===== src/rtl/line_raster_generator_macros.svh =====
// assertion macros for the line raster generator
// used by line_raster_generator.sv, no other dependencies
`ifndef LINE_RASTER_GENERATOR_MACROS_SVH
`define LINE_RASTER_GENERATOR_MACROS_SVH

// same-cycle implication, disabled while in reset
`define LRG_ASSERT_NOW(label, clk, rst_n, ante, cons, msg) \
  label: assert property (@(posedge clk) disable iff (!rst_n) (ante) |-> (cons)) \
    else $error(msg);

// next-cycle implication, disabled while in reset
`define LRG_ASSERT_NEXT(label, clk, rst_n, ante, cons, msg) \
  label: assert property (@(posedge clk) disable iff (!rst_n) (ante) |=> (cons)) \
    else $error(msg);

`endif


===== src/rtl/lrg_pkg.sv =====
// shared types and constants for the line raster generator
// no dependencies
`timescale 1ns / 1ps

package lrg_pkg;

  localparam int REG_W     = 13;
  localparam int ADDR_W    = 24;
  localparam int CFG_IDX_W = 2;

  localparam logic [REG_W-1:0] SCREEN_WIDTH_RST  = 13'd640;
  localparam logic [REG_W-1:0] SCREEN_HEIGHT_RST = 13'd480;
  localparam logic [REG_W-1:0] ROW_PITCH_RST     = 13'd640;

  typedef enum logic [CFG_IDX_W-1:0] {
    CFG_SCREEN_WIDTH  = 2'd0,
    CFG_SCREEN_HEIGHT = 2'd1,
    CFG_ROW_PITCH     = 2'd2
  } cfg_index_t;

  typedef enum logic {
    CMD_LOAD = 1'b0,
    CMD_STEP = 1'b1
  } command_t;

endpackage


===== src/rtl/lrg_if.sv =====
// valid/ready channel interfaces: command beats in, pixel beats out
// depends on lrg_pkg
`timescale 1ns / 1ps

interface lrg_in_if #(
  parameter int COORD_BITS = 12
);
  logic                         valid;
  logic                         ready;
  logic                         command;
  logic signed [COORD_BITS-1:0] x_start;
  logic signed [COORD_BITS-1:0] y_start;
  logic signed [COORD_BITS-1:0] x_end;
  logic signed [COORD_BITS-1:0] y_end;

  modport source (output valid, command, x_start, y_start, x_end, y_end, input ready);
  modport sink   (input valid, command, x_start, y_start, x_end, y_end, output ready);
endinterface

interface lrg_out_if #(
  parameter int COORD_BITS = 12
);
  logic                         valid;
  logic                         ready;
  logic signed [COORD_BITS-1:0] pixel_x;
  logic signed [COORD_BITS-1:0] pixel_y;
  logic [lrg_pkg::ADDR_W-1:0]   pixel_address;
  logic                         visible;
  logic                         last_pixel;

  modport source (output valid, pixel_x, pixel_y, pixel_address, visible, last_pixel,
                  input ready);
  modport sink   (input valid, pixel_x, pixel_y, pixel_address, visible, last_pixel,
                  output ready);
endinterface


===== src/rtl/line_raster_generator.sv =====
// line raster generator top level: bresenham stepper with a registered pixel output
// depends on lrg_pkg, lrg_if.sv and line_raster_generator_macros.svh
// one command beat per cycle; a step beat's pixel is registered at the accepting edge
// and can leave next cycle (coordinates, visibility and address multiply-add in one pass)
// load beats give no pixel; a pixel waiting on the output holds off the input
// synchronous active-low reset: no line loaded, output empty, registers at defaults
`timescale 1ns / 1ps
`include "line_raster_generator_macros.svh"

module line_raster_generator #(
  parameter int COORD_BITS = 12
) (
  input  logic                          clk,
  input  logic                          rst_n,
  lrg_in_if.sink                        in_ch,
  lrg_out_if.source                     out_ch,
  input  logic                          cfg_we,
  input  logic [lrg_pkg::CFG_IDX_W-1:0] cfg_index,
  input  logic [lrg_pkg::REG_W-1:0]     cfg_data
);

  localparam int C      = COORD_BITS;
  localparam int D_W    = C + 1;
  localparam int E_W    = C + 3;
  localparam int PROD_W = C + lrg_pkg::REG_W;
  localparam int CMP_W  = (C > lrg_pkg::REG_W) ? C : lrg_pkg::REG_W;
  localparam int A_W    = lrg_pkg::ADDR_W;

  // configuration
  logic [lrg_pkg::REG_W-1:0] width_r, height_r, pitch_r;

  always_ff @(posedge clk) begin
    if (!rst_n) begin
      width_r  <= lrg_pkg::SCREEN_WIDTH_RST;
      height_r <= lrg_pkg::SCREEN_HEIGHT_RST;
      pitch_r  <= lrg_pkg::ROW_PITCH_RST;
    end else if (cfg_we) begin
      unique case (lrg_pkg::cfg_index_t'(cfg_index))
        lrg_pkg::CFG_SCREEN_WIDTH:  width_r  <= cfg_data;
        lrg_pkg::CFG_SCREEN_HEIGHT: height_r <= cfg_data;
        lrg_pkg::CFG_ROW_PITCH:     pitch_r  <= cfg_data;
        default: ;
      endcase
    end
  end

  // line state
  logic                  active_r, active_nxt;
  logic                  steep_r, steep_nxt;
  logic signed [C-1:0]   major_pos_r, major_pos_nxt;
  logic signed [C-1:0]   major_end_r, major_end_nxt;
  logic signed [C-1:0]   minor_pos_r, minor_pos_nxt;
  logic                  minor_dir_r, minor_dir_nxt;
  logic [D_W-1:0]        major_delta_r, major_delta_nxt;
  logic [D_W-1:0]        minor_delta_r, minor_delta_nxt;
  logic signed [E_W-1:0] error_r, error_nxt;

  // output register
  logic                  out_valid_r, out_valid_nxt;
  logic signed [C-1:0]   out_x_r, out_y_r;
  logic [A_W-1:0]        out_addr_r;
  logic                  out_vis_r, out_last_r;

  logic out_en, in_acc, is_load, emit;

  assign out_en  = !out_valid_r || out_ch.ready;
  assign in_acc  = in_ch.valid && out_en;
  assign is_load = (lrg_pkg::command_t'(in_ch.command) == lrg_pkg::CMD_LOAD);
  assign emit    = in_acc && !is_load && active_r;

  // load setup
  logic signed [C-1:0]   sa0, sb0, sa1, sb1, oa0, ob0, oa1, ob1;
  logic signed [D_W-1:0] dx, dy, dmaj, dmin;
  logic [D_W-1:0]        adx, ady;
  logic                  ld_steep;

  always_comb begin
    dx       = D_W'(in_ch.x_end) - D_W'(in_ch.x_start);
    dy       = D_W'(in_ch.y_end) - D_W'(in_ch.y_start);
    adx      = dx[D_W-1] ? D_W'(-dx) : D_W'(dx);
    ady      = dy[D_W-1] ? D_W'(-dy) : D_W'(dy);
    ld_steep = adx < ady;
    sa0 = ld_steep ? in_ch.y_start : in_ch.x_start;
    sb0 = ld_steep ? in_ch.x_start : in_ch.y_start;
    sa1 = ld_steep ? in_ch.y_end   : in_ch.x_end;
    sb1 = ld_steep ? in_ch.x_end   : in_ch.y_end;
    // order along the major axis
    if (sa1 < sa0) begin
      oa0 = sa1; ob0 = sb1; oa1 = sa0; ob1 = sb0;
    end else begin
      oa0 = sa0; ob0 = sb0; oa1 = sa1; ob1 = sb1;
    end
    dmaj = D_W'(oa1) - D_W'(oa0);
    dmin = D_W'(ob1) - D_W'(ob0);
  end

  // step: current pixel, its address and the error update
  logic signed [C-1:0]   px, py, major_inc;
  logic [C-1:0]          px_u, py_u;
  logic                  vis, last;
  logic [PROD_W-1:0]     row_off;
  logic [A_W-1:0]        addr;
  logic signed [E_W-1:0] e_add;
  logic                  e_step;

  always_comb begin
    px        = steep_r ? minor_pos_r : major_pos_r;
    py        = steep_r ? major_pos_r : minor_pos_r;
    px_u      = px;
    py_u      = py;
    vis       = !px[C-1] && !py[C-1] && (CMP_W'(px_u) < CMP_W'(width_r)) &&
                (CMP_W'(py_u) < CMP_W'(height_r));
    // address only for on-screen pixels
    row_off   = PROD_W'(py_u) * PROD_W'(pitch_r);
    addr      = vis ? A_W'(row_off) + A_W'(px_u) : '0;
    major_inc = major_pos_r + C'(1);
    last      = (major_inc == major_end_r);
    e_add     = error_r + $signed({2'b00, minor_delta_r} << 1);
    e_step    = e_add >= $signed({2'b00, major_delta_r});
  end

  always_comb begin
    active_nxt      = active_r;
    steep_nxt       = steep_r;
    major_pos_nxt   = major_pos_r;
    major_end_nxt   = major_end_r;
    minor_pos_nxt   = minor_pos_r;
    minor_dir_nxt   = minor_dir_r;
    major_delta_nxt = major_delta_r;
    minor_delta_nxt = minor_delta_r;
    error_nxt       = error_r;
    if (in_acc && is_load) begin
      active_nxt      = (oa1 != oa0);
      steep_nxt       = ld_steep;
      major_pos_nxt   = oa0;
      major_end_nxt   = oa1;
      minor_pos_nxt   = ob0;
      minor_dir_nxt   = !(ob1 > ob0);
      major_delta_nxt = dmaj;
      minor_delta_nxt = dmin[D_W-1] ? D_W'(-dmin) : D_W'(dmin);
      error_nxt       = '0;
    end else if (emit) begin
      major_pos_nxt = major_inc;
      active_nxt    = !last;
      if (e_step) begin
        minor_pos_nxt = minor_dir_r ? minor_pos_r - C'(1) : minor_pos_r + C'(1);
        error_nxt     = e_add - $signed({2'b00, major_delta_r} << 1);
      end else begin
        error_nxt     = e_add;
      end
    end
  end

  always_ff @(posedge clk) begin
    if (!rst_n) begin
      active_r      <= 1'b0;
      steep_r       <= 1'b0;
      major_pos_r   <= '0;
      major_end_r   <= '0;
      minor_pos_r   <= '0;
      minor_dir_r   <= 1'b0;
      major_delta_r <= '0;
      minor_delta_r <= '0;
      error_r       <= '0;
    end else begin
      active_r      <= active_nxt;
      steep_r       <= steep_nxt;
      major_pos_r   <= major_pos_nxt;
      major_end_r   <= major_end_nxt;
      minor_pos_r   <= minor_pos_nxt;
      minor_dir_r   <= minor_dir_nxt;
      major_delta_r <= major_delta_nxt;
      minor_delta_r <= minor_delta_nxt;
      error_r       <= error_nxt;
    end
  end

  assign out_valid_nxt = out_en ? emit : out_valid_r;

  always_ff @(posedge clk) begin
    if (!rst_n) begin
      out_valid_r <= 1'b0;
    end else begin
      out_valid_r <= out_valid_nxt;
    end
  end

  always_ff @(posedge clk) begin
    if (emit) begin
      out_x_r    <= px;
      out_y_r    <= py;
      out_vis_r  <= vis;
      out_last_r <= last;
      out_addr_r <= addr;
    end
  end

  assign in_ch.ready          = out_en;
  assign out_ch.valid         = out_valid_r;
  assign out_ch.pixel_x       = out_x_r;
  assign out_ch.pixel_y       = out_y_r;
  assign out_ch.pixel_address = out_addr_r;
  assign out_ch.visible       = out_vis_r;
  assign out_ch.last_pixel    = out_last_r;

  `LRG_ASSERT_NOW(a_active_order, clk, rst_n, active_r, major_pos_r < major_end_r,
                  "active line has walked past its end")
  `LRG_ASSERT_NOW(a_delta_order, clk, rst_n, active_r, minor_delta_r <= major_delta_r,
                  "minor delta exceeds major delta")
  `LRG_ASSERT_NEXT(a_step_issue, clk, rst_n, emit, out_valid_r,
                   "accepted step on active line lost its pixel")
  `LRG_ASSERT_NEXT(a_load_clear, clk, rst_n, in_acc && is_load, error_r == '0,
                   "load did not clear the error term")
  `LRG_ASSERT_NOW(a_hidden_addr, clk, rst_n, out_valid_r && !out_vis_r, out_addr_r == '0,
                  "off-screen pixel carries an address")

endmodule

===== src/flat_wrapper.sv =====
// flat-port wrapper written by rule: the top's interface ports become plain ports
module line_raster_generator_flat 
#(
  parameter int COORD_BITS = 12
)
  (clk, rst_n, cfg_we, cfg_index, cfg_data, in_ch_valid, in_ch_command, in_ch_x_start, in_ch_y_start, in_ch_x_end, in_ch_y_end, in_ch_ready, out_ch_valid, out_ch_pixel_x, out_ch_pixel_y, out_ch_pixel_address, out_ch_visible, out_ch_last_pixel, out_ch_ready);
  lrg_in_if #(.COORD_BITS(COORD_BITS)) in_ch_i ();
  lrg_out_if #(.COORD_BITS(COORD_BITS)) out_ch_i ();
  input  logic clk;
  input  logic rst_n;
  input  logic cfg_we;
  input  logic [lrg_pkg::CFG_IDX_W-1:0] cfg_index;
  input  logic [lrg_pkg::REG_W-1:0] cfg_data;
  input wire logic [$bits(in_ch_i.valid)-1:0] in_ch_valid;
  input wire logic [$bits(in_ch_i.command)-1:0] in_ch_command;
  input wire logic [$bits(in_ch_i.x_start)-1:0] in_ch_x_start;
  input wire logic [$bits(in_ch_i.y_start)-1:0] in_ch_y_start;
  input wire logic [$bits(in_ch_i.x_end)-1:0] in_ch_x_end;
  input wire logic [$bits(in_ch_i.y_end)-1:0] in_ch_y_end;
  output wire logic [$bits(in_ch_i.ready)-1:0] in_ch_ready;
  output wire logic [$bits(out_ch_i.valid)-1:0] out_ch_valid;
  output wire logic [$bits(out_ch_i.pixel_x)-1:0] out_ch_pixel_x;
  output wire logic [$bits(out_ch_i.pixel_y)-1:0] out_ch_pixel_y;
  output wire logic [$bits(out_ch_i.pixel_address)-1:0] out_ch_pixel_address;
  output wire logic [$bits(out_ch_i.visible)-1:0] out_ch_visible;
  output wire logic [$bits(out_ch_i.last_pixel)-1:0] out_ch_last_pixel;
  input wire logic [$bits(out_ch_i.ready)-1:0] out_ch_ready;
  assign in_ch_i.valid = in_ch_valid;
  assign in_ch_i.command = in_ch_command;
  assign in_ch_i.x_start = in_ch_x_start;
  assign in_ch_i.y_start = in_ch_y_start;
  assign in_ch_i.x_end = in_ch_x_end;
  assign in_ch_i.y_end = in_ch_y_end;
  assign in_ch_ready = in_ch_i.ready;
  assign out_ch_valid = out_ch_i.valid;
  assign out_ch_pixel_x = out_ch_i.pixel_x;
  assign out_ch_pixel_y = out_ch_i.pixel_y;
  assign out_ch_pixel_address = out_ch_i.pixel_address;
  assign out_ch_visible = out_ch_i.visible;
  assign out_ch_last_pixel = out_ch_i.last_pixel;
  assign out_ch_i.ready = out_ch_ready;
  line_raster_generator #(.COORD_BITS(COORD_BITS)) u_core (.clk(clk), .rst_n(rst_n), .in_ch(in_ch_i), .out_ch(out_ch_i), .cfg_we(cfg_we), .cfg_index(cfg_index), .cfg_data(cfg_data));
endmodule

===== config.mk =====
export PLATFORM = sky130hd
export DESIGN_NAME = line_raster_generator_flat
export DESIGN_NICKNAME = d
export VERILOG_FILES = /design/src/rtl/lrg_pkg.sv /design/src/rtl/lrg_if.sv /design/src/rtl/line_raster_generator.sv /design/src/flat_wrapper.sv
export VERILOG_INCLUDE_DIRS = /design/src /design/src/rtl
export SDC_FILE = /design/constraint.sdc
export NUM_CORES = 1
export LEC_CHECK = 0
export BUFFER_PORTS_ARGS = -buffer_cell sky130_fd_sc_hd__buf_4
export CAP_MARGIN = 30
export CELL_PAD_IN_SITES_DETAIL_PLACEMENT = 1
export CELL_PAD_IN_SITES_GLOBAL_PLACEMENT = 1
export CORE_MARGIN = 2
export CORE_UTILIZATION = 48
export DETAILED_ROUTE_END_ITERATION = 8
export HOLD_SLACK_MARGIN = 0.02
export MAX_ROUTING_LAYER = met4
export PLACE_DENSITY_LB_ADDON = 0.1
export SLEW_MARGIN = 0
export SYNTH_ARGS = -nofsm -noshare
export SYNTH_HDL_FRONTEND = slang
export SYNTH_SLANG_ARGS = --single-unit

===== constraint.sdc =====
create_clock -name clk -period 11.9 [get_ports clk]
set_input_delay 1.19 -clock clk [delete_from_list [all_inputs] [get_ports clk]]
set_output_delay 1.19 -clock clk [all_outputs]
set_load 0.005 [all_outputs]

* Yosys cells after proc, flatten, opt, wreduce, memory -nomap -nowiden
Cells that the tools add are included.
Operators by class: $add $sub $neg 13, multiply operators 1, magnitude comparators 6, eq/ne operators 4, multiplexer cells 22, bitwise logic cells 2, reductions and logical operators 21
Operators by type and width (number):
- 2-to-1 mux 12 bit | 16
- subtractor 12 x 12 -> 13 bit | 4
- 2-to-1 mux 13 bit | 3
- negation 13 bit | 3
- < comparator 12 x 13 -> 1 bit | 2
- adder 12 x 2 -> 12 bit (second input constant) | 2
- adder 24 x 12 -> 24 bit | 1
- multiplier 12 x 13 -> 24 bit | 1
- adder 15 bit | 1
- >= comparator 15 x 14 -> 1 bit | 1
- 2-to-1 mux 15 bit | 1
- subtractor 15 bit | 1
- < comparator 13 bit | 1
- == test 12 bit | 1
- > comparator 12 bit | 1
- < comparator 12 bit | 1
- != test 12 bit | 1
- subtractor 12 x 2 -> 12 bit (second input constant) | 1
- AND reduction 2 bit | 4
- logical AND 1 bit | 7
- logical NOT 1 bit | 5
- nonzero test 2 bit | 2
- == test 2 x 1 -> 1 bit (second input constant) | 1
- == test 2 bit (second input constant) | 1
- 5 further kinds | 7
Word-level totals: flip-flop bits (word level) 170, output and inout bits 52, word-level logic and storage cells 87

* Longest topological paths before layout
word-level depth 10, mapped depth 54

* Worst setup path after synthesis
No wires, ideal clock.
path kind input to register, start in in_ch_x_start[2], end reg u_core.minor_delta_r[10], arrival time 10.981 ns, required time 11.814 ns, setup slack 0.834 ns, stages on the path 50, buffers on the path 6, path through inv_1 -> ha_1 -> nor2b_1 -> o21ai_0 -> a21boi_0 -> o21ai_0 -> a21boi_0 -> o21ai_0 -> a21boi_0 -> o21ai_0 -> a21oi_1 -> o31ai_1 -> o21ai_0 -> xnor2_1 -> ha_1 -> a21oi_1 -> nor3_2 -> o41a_1 -> [... 14 more ...] -> clkbuf_1 -> clkbuf_1 -> clkbuf_1 -> nand2_1 -> a31oi_1 -> ha_1 -> nor2b_1 -> o21ai_0 -> a21boi_0 -> o21ai_0 -> a21boi_0 -> o21a_1 -> o31a_1 -> nor2_1 -> xor2_1 -> a31oi_1 -> xnor2_1 -> a211oi_1
Between the ends: longest elaborated chain between the ends 10, elaborated cells on any way between the ends 14, those cells by class 4 x add/sub; 2 x order compare; 8 x mux
RTL lines:
- start: declaration | line flat_wrapper.sv:16 | input wire logic [$bits(in_ch_i.x_start)-1:0] in_ch_x_start;
- subtractor 12 x 12 -> 13 bit | line line_raster_generator.sv:78 | dx = D_W'(in_ch.x_end) - D_W'(in_ch.x_start);
- negation 13 bit | line line_raster_generator.sv:80 | adx = dx[D_W-1] ? D_W'(-dx) : D_W'(dx);
- 2-to-1 mux 13 bit | line line_raster_generator.sv:80
- < comparator 13 bit | line line_raster_generator.sv:82 | ld_steep = adx < ady;
- 2-to-1 mux 12 bit, on equally long branches | line line_raster_generator.sv:85, line_raster_generator.sv:83
- < comparator 12 bit | line line_raster_generator.sv:88 | if (sa1 < sa0) begin
- 2-to-1 mux 12 bit | line line_raster_generator.sv:88
- subtractor 12 x 12 -> 13 bit * | line line_raster_generator.sv:94 | dmin = D_W'(ob1) - D_W'(ob0);
- negation 13 bit | line line_raster_generator.sv:140 | minor_delta_nxt = dmin[D_W-1] ? D_W'(-dmin) : D_W'(dmin);
- 2-to-1 mux 13 bit * | line line_raster_generator.sv:140
- end signal: assignment | line line_raster_generator.sv:173 | minor_delta_r <= minor_delta_nxt;
- end: declaration | line line_raster_generator.sv:55 | logic [D_W-1:0] minor_delta_r, minor_delta_nxt;
Every way passes the cells marked *; elsewhere a longest branch is shown, timed or not. A chain may end at the register's enable or synchronous reset.

* Final worst setup path
start in in_ch_x_end[0], end reg u_core.minor_delta_r[10]
Between the ends: longest elaborated chain between the ends 10, elaborated cells on any way between the ends 14, those cells by class 4 x add/sub; 2 x order compare; 8 x mux
RTL lines:
- start: declaration | line flat_wrapper.sv:18 | input wire logic [$bits(in_ch_i.x_end)-1:0] in_ch_x_end;
- subtractor 12 x 12 -> 13 bit | line line_raster_generator.sv:78
- negation 13 bit | line line_raster_generator.sv:80
- 2-to-1 mux 13 bit | line line_raster_generator.sv:80
- < comparator 13 bit | line line_raster_generator.sv:82
- 2-to-1 mux 12 bit, on equally long branches | line line_raster_generator.sv:85, line_raster_generator.sv:83
- < comparator 12 bit | line line_raster_generator.sv:88
- 2-to-1 mux 12 bit | line line_raster_generator.sv:88
- subtractor 12 x 12 -> 13 bit * | line line_raster_generator.sv:94
- negation 13 bit | line line_raster_generator.sv:140
- 2-to-1 mux 13 bit * | line line_raster_generator.sv:140
Marked as above.

==> results.sh <==
export IMPL_fp_row_count=73
export IMPL_ys_flop_type="dfxtp_1"
export IMPL_syn_num_nets=2793
export IMPL_dr_pass1_iters=5
export IMPL_via_per_inst=5.87
export IMPL_die_h_um=204
export IMPL_fmax_mhz=90.1
export IMPL_drive_gt1_share_pct=10.2
export IMPL_p_seq_share_pct=11.9
export IMPL_syn2layout_area_growth_pct=11.4
export IMPL_synth_edf_count=50
export IMPL_cp_common_cell="o21ai_0"
export IMPL_finalCritPeriodShare_pct=93.3
export IMPL_p_clk_share_pct=9.2
export IMPL_clock_skew_ns=0.0196
export IMPL_cp_end_kind="flip-flop"
export IMPL_grt_usage_pct=32.7
export IMPL_post_dp_cell_area_mm2=0.0207
export IMPL_pwr_share_comb_pct=78.9
export IMPL_tns_ns=0
export IMPL_cp_arrival_ns=11.47
export IMPL_outcome="complete, no violations"
export IMPL_io_pins=121
export IMPL_dp_cells=2977
export IMPL_synth_seq_area_share_pct=20.2
export IMPL_dp_hpwl_um=51100
export IMPL_slowest_stage="o41a_1"
export IMPL_path_buf_inv=4
export IMPL_cts_sinks=169
export IMPL_fin_area_mm2=0.0214
export IMPL_clk_path_buf_depth=2
export IMPL_p_total_mw=6.46
export IMPL_clk_latency_ns=0.48
export IMPL_setup_ws_ns=0.803
export IMPL_grt_pass1_wl_um=103000
export IMPL_max_stage_delay_ns=0.52
export IMPL_vias=17700
export IMPL_pre_cts_ws_ns=0.191
export IMPL_holdBufCountCts=0
export IMPL_drc=0
export IMPL_p_sw_share_pct=54.8
export IMPL_p_int_mw=2.92
export IMPL_cts_max_level=4
export IMPL_min_period_ns=11.10
export IMPL_crit_required_ns=12.27
export IMPL_max_cap_violations=0
export IMPL_relSlewSlack_pct=28.2
export IMPL_critPathTopFamily="compound AO/OA/AOI/OAI gates"
export IMPL_coreArea_mm2=0.0396
export IMPL_n_antenna_cell=0
export IMPL_first_global_vias=18600
export IMPL_place_gp_congestion=0.987
export IMPL_synth_area_mm2=0.0192
export IMPL_final_nets=2870
export IMPL_grt_antenna_before_repair=0
export IMPL_irDropWorstVdd_uv=210
export IMPL_overflow=0
export IMPL_ant_nets=0
export IMPL_leakagePower_nw=9.65
export IMPL_syn_avg_cell_area_um2=8.01
export IMPL_netlist_instances=2397
export IMPL_fin_cells=3012
export IMPL_die_x_um=204
export IMPL_io_buffers=120
export IMPL_fp_dieArea_mm2=0.0416
export IMPL_hp_class="flip-flop to flip-flop"
export IMPL_wl_per_cell_um=21.4
export IMPL_worstMarginPinSlew_ns=1.08
export IMPL_finalSetupViolCount=0
export IMPL_synth_warnings=0
export IMPL_synth_distinct_cells=86
export IMPL_slew_viol_final=0
export IMPL_cp_max_fo=30
export IMPL_rrSetupSlack_ns=4.39
export IMPL_start_kind="input pin"
export IMPL_clk_pin_slew_worst_paths_ns=0.07
export IMPL_power_density_mw_per_mm2=302
export IMPL_cts_buffers=17
export IMPL_ys_seq_elements=169
export IMPL_hold_viol=0
export IMPL_cts_root_buffer="clkbuf_16"
export IMPL_worst_setup_path_type="input pin to flip-flop"
export IMPL_ys_async_sr_fraction_pct=0
export IMPL_wl_um=64400
export IMPL_start_util_pct=48.4
export IMPL_cts_tree="built"
export IMPL_switchingPower_mw=3.54
export IMPL_drtIter0Drc=1151
export IMPL_rsz0062_at_grt="yes"
export IMPL_grt_max_degree=87
worst reg2reg max path, cell delays in order (launching register included):
cell      delay [ns]
dfxtp_1         0.30
buf_4           0.24
o21ai_2         0.89
nand2_1         0.25
fa_1            0.54
inv_1           0.06
fa_1            0.52
inv_1           0.06
fa_1            0.53
fa_1            0.44
fa_1            0.55
inv_1           0.05
ha_1            0.33
a21o_1          0.17
a21oi_1         0.25
o21a_1          0.23
o21ai_0         0.24
nor4_1          0.59
nor3_1          0.19
a211oi_1        0.42
a21oi_1         0.15
xnor2_1         0.18
nor2_1          0.07
per-layer routing:
metal	GRT usage, %	part of all wire, %	vias to the layer above
li1	-	-	8332
met1	43.1	46	8821
met2	52.6	46	442
met3	4.48	4.9	92
met4	9.42	2.5	0
met5	-	0	-
metrics by stage:
step / utilization [%] / hold WS (ns)
2_1_floorplan: - / 0.432
3_3_place_gp: 52.2 / 0.442
3_5_place_dp: 52.2 / 0.446
4_1_cts: 53.8 / 0.456
5_1_grt: 53.9 / 0.488
6_report: 53.9 / 0.452
synthesized netlist by cell type, types with 5 or more instances:
cell type | instances | area, um2
nor3b_1 | 6 | 45.0
a21oi_1 | 157 | 786
a21o_1 | 21 | 158
nor3_1 | 36 | 180
nand3b_1 | 7 | 52.6
xor2_1 | 40 | 350
and2_1 | 57 | 357
xnor2_1 | 79 | 692
a211oi_1 | 52 | 390
mux2i_1 | 28 | 280
nand2b_1 | 23 | 144
a31oi_1 | 28 | 175
o21ai_0 | 103 | 515
o41ai_1 | 5 | 43.8
edfxtp_1 | 50 | 1500
clkbuf_1 | 85 | 319
a2111oi_0 | 6 | 52.6
a311oi_1 | 6 | 52.6
o31a_1 | 5 | 43.8
o21bai_1 | 6 | 45.0
mux2_2 | 23 | 259
nor4_1 | 10 | 62.6
o21a_1 | 15 | 113
nor2b_1 | 27 | 169
o21ai_1 | 5 | 25.0
ha_1 | 201 | 2510
buf_1 | 8 | 30.0
o211ai_1 | 33 | 248
dfxtp_1 | 119 | 2380
nand2_1 | 363 | 1360
nand3_1 | 41 | 205
inv_1 | 259 | 972
a211o_1 | 7 | 61.3
buf_2 | 10 | 50.1
o31ai_1 | 11 | 82.6
nor2_1 | 197 | 739
fa_1 | 126 | 2520
and3_1 | 17 | 106
or3_1 | 20 | 125
nand4_1 | 9 | 56.3
a21boi_0 | 20 | 150
layout make-up:
| cell class | instances | area (um2) |
|---|---|---|
| fill | 4921 | 18300 |
| multi-input combinational | 1865 | 14000 |
| sequential | 169 | 3880 |
| timing repair buffer | 162 | 1260 |
| inverter | 259 | 973 |
| tap | 525 | 657 |
| clock buffer | 19 | 475 |
| clock inverter | 13 | 144 |
path summary, 6_finish.rpt:
check	start	to	cells after the start
hold / removal	u_core.major_delta_r[3]	u_core.major_delta_r[3]	2
setup / recovery	in_ch_x_end[0]	u_core.minor_delta_r[10]	45
hold reg to reg	u_core.major_delta_r[3]	u_core.major_delta_r[3]	2
setup reg to reg	u_core.steep_r	u_core.out_ch.pixel_address[23]	22
power by group through the flow:
stage	sequential [mW]	clock, mW	combinational (mW)
floorplan	0.742	0	3.50
global placement	0.775	0	4.79
detailed placement	0.781	0	4.98
CTS	0.769	0.601	5.01
global route	0.781	0.625	5.61
finish	0.771	0.594	5.09
logic make-up (layout without fill, tap and decap cells):
| kind of cell | count (synthesis) | count (layout) | share of synthesized area (%) |
|---|---|---|---|
| AND/OR/NAND/NOR | 837 | 837 | 20.0 |
| AO/OA/AOI/OAI | 528 | 528 | 18.0 |
| buffers and inverters | 363 | 453 | 7.20 |
| adder cells (fa/ha/maj) | 330 | 330 | 26.4 |
| flip-flops | 169 | 169 | 20.2 |
| XOR/XNOR | 119 | 119 | 5.43 |
| multiplexers | 51 | 51 | 2.81 |
cells in the final DEF, fill, tap and decap left out, types with 10 or more instances in the layout:
| cell | Yosys | final |
|---|---|---|
| a31oi_1 | 28 | 27 |
| o21ai_0 | 103 | 99 |
| edfxtp_1 | 50 | 50 |
| xnor2_1 | 79 | 79 |
| and2_1 | 57 | 57 |
| nand2_1 | 363 | 362 |
| a21o_1 | 21 | 21 |
| o211ai_1 | 33 | 33 |
| o31ai_1 | 11 | 11 |
| buf_4 | 0 | 158 |
| mux2i_1 | 28 | 28 |
| or3_1 | 20 | 20 |
| xor2_1 | 40 | 39 |
| inv_1 | 259 | 257 |
| fa_1 | 126 | 126 |
| nor2_1 | 197 | 195 |
| nand3_1 | 41 | 41 |
| clkbuf_16 | 0 | 19 |
| nand2b_1 | 23 | 23 |
| dfxtp_1 | 119 | 119 |
| nor3_1 | 36 | 36 |
| nor2b_1 | 27 | 27 |
| nor4_1 | 10 | 10 |
| ha_1 | 201 | 201 |
| o21a_1 | 15 | 15 |
| a211oi_1 | 52 | 52 |
| mux2_2 | 23 | 23 |
| a21boi_0 | 20 | 19 |
| and3_1 | 17 | 17 |
| a21oi_1 | 157 | 154 |
registers in the layout, summed over array words and instances, names as in the netlist, 13 cells and up:
signal / count
u_core.error_r: 14
u_core.width_r: 13
u_core.minor_delta_r: 13
u_core.out_ch.pixel_address: 24
u_core.major_delta_r: 13
u_core.pitch_r: 13
u_core.height_r: 13
repair_timing:
action / in CTS / in global routing
buffers inserted: 0 / 2
endpoints found under the setup margin: 0 / 12
gates resized for setup: 0 / 8
Power figures use the tool's default switching activity.
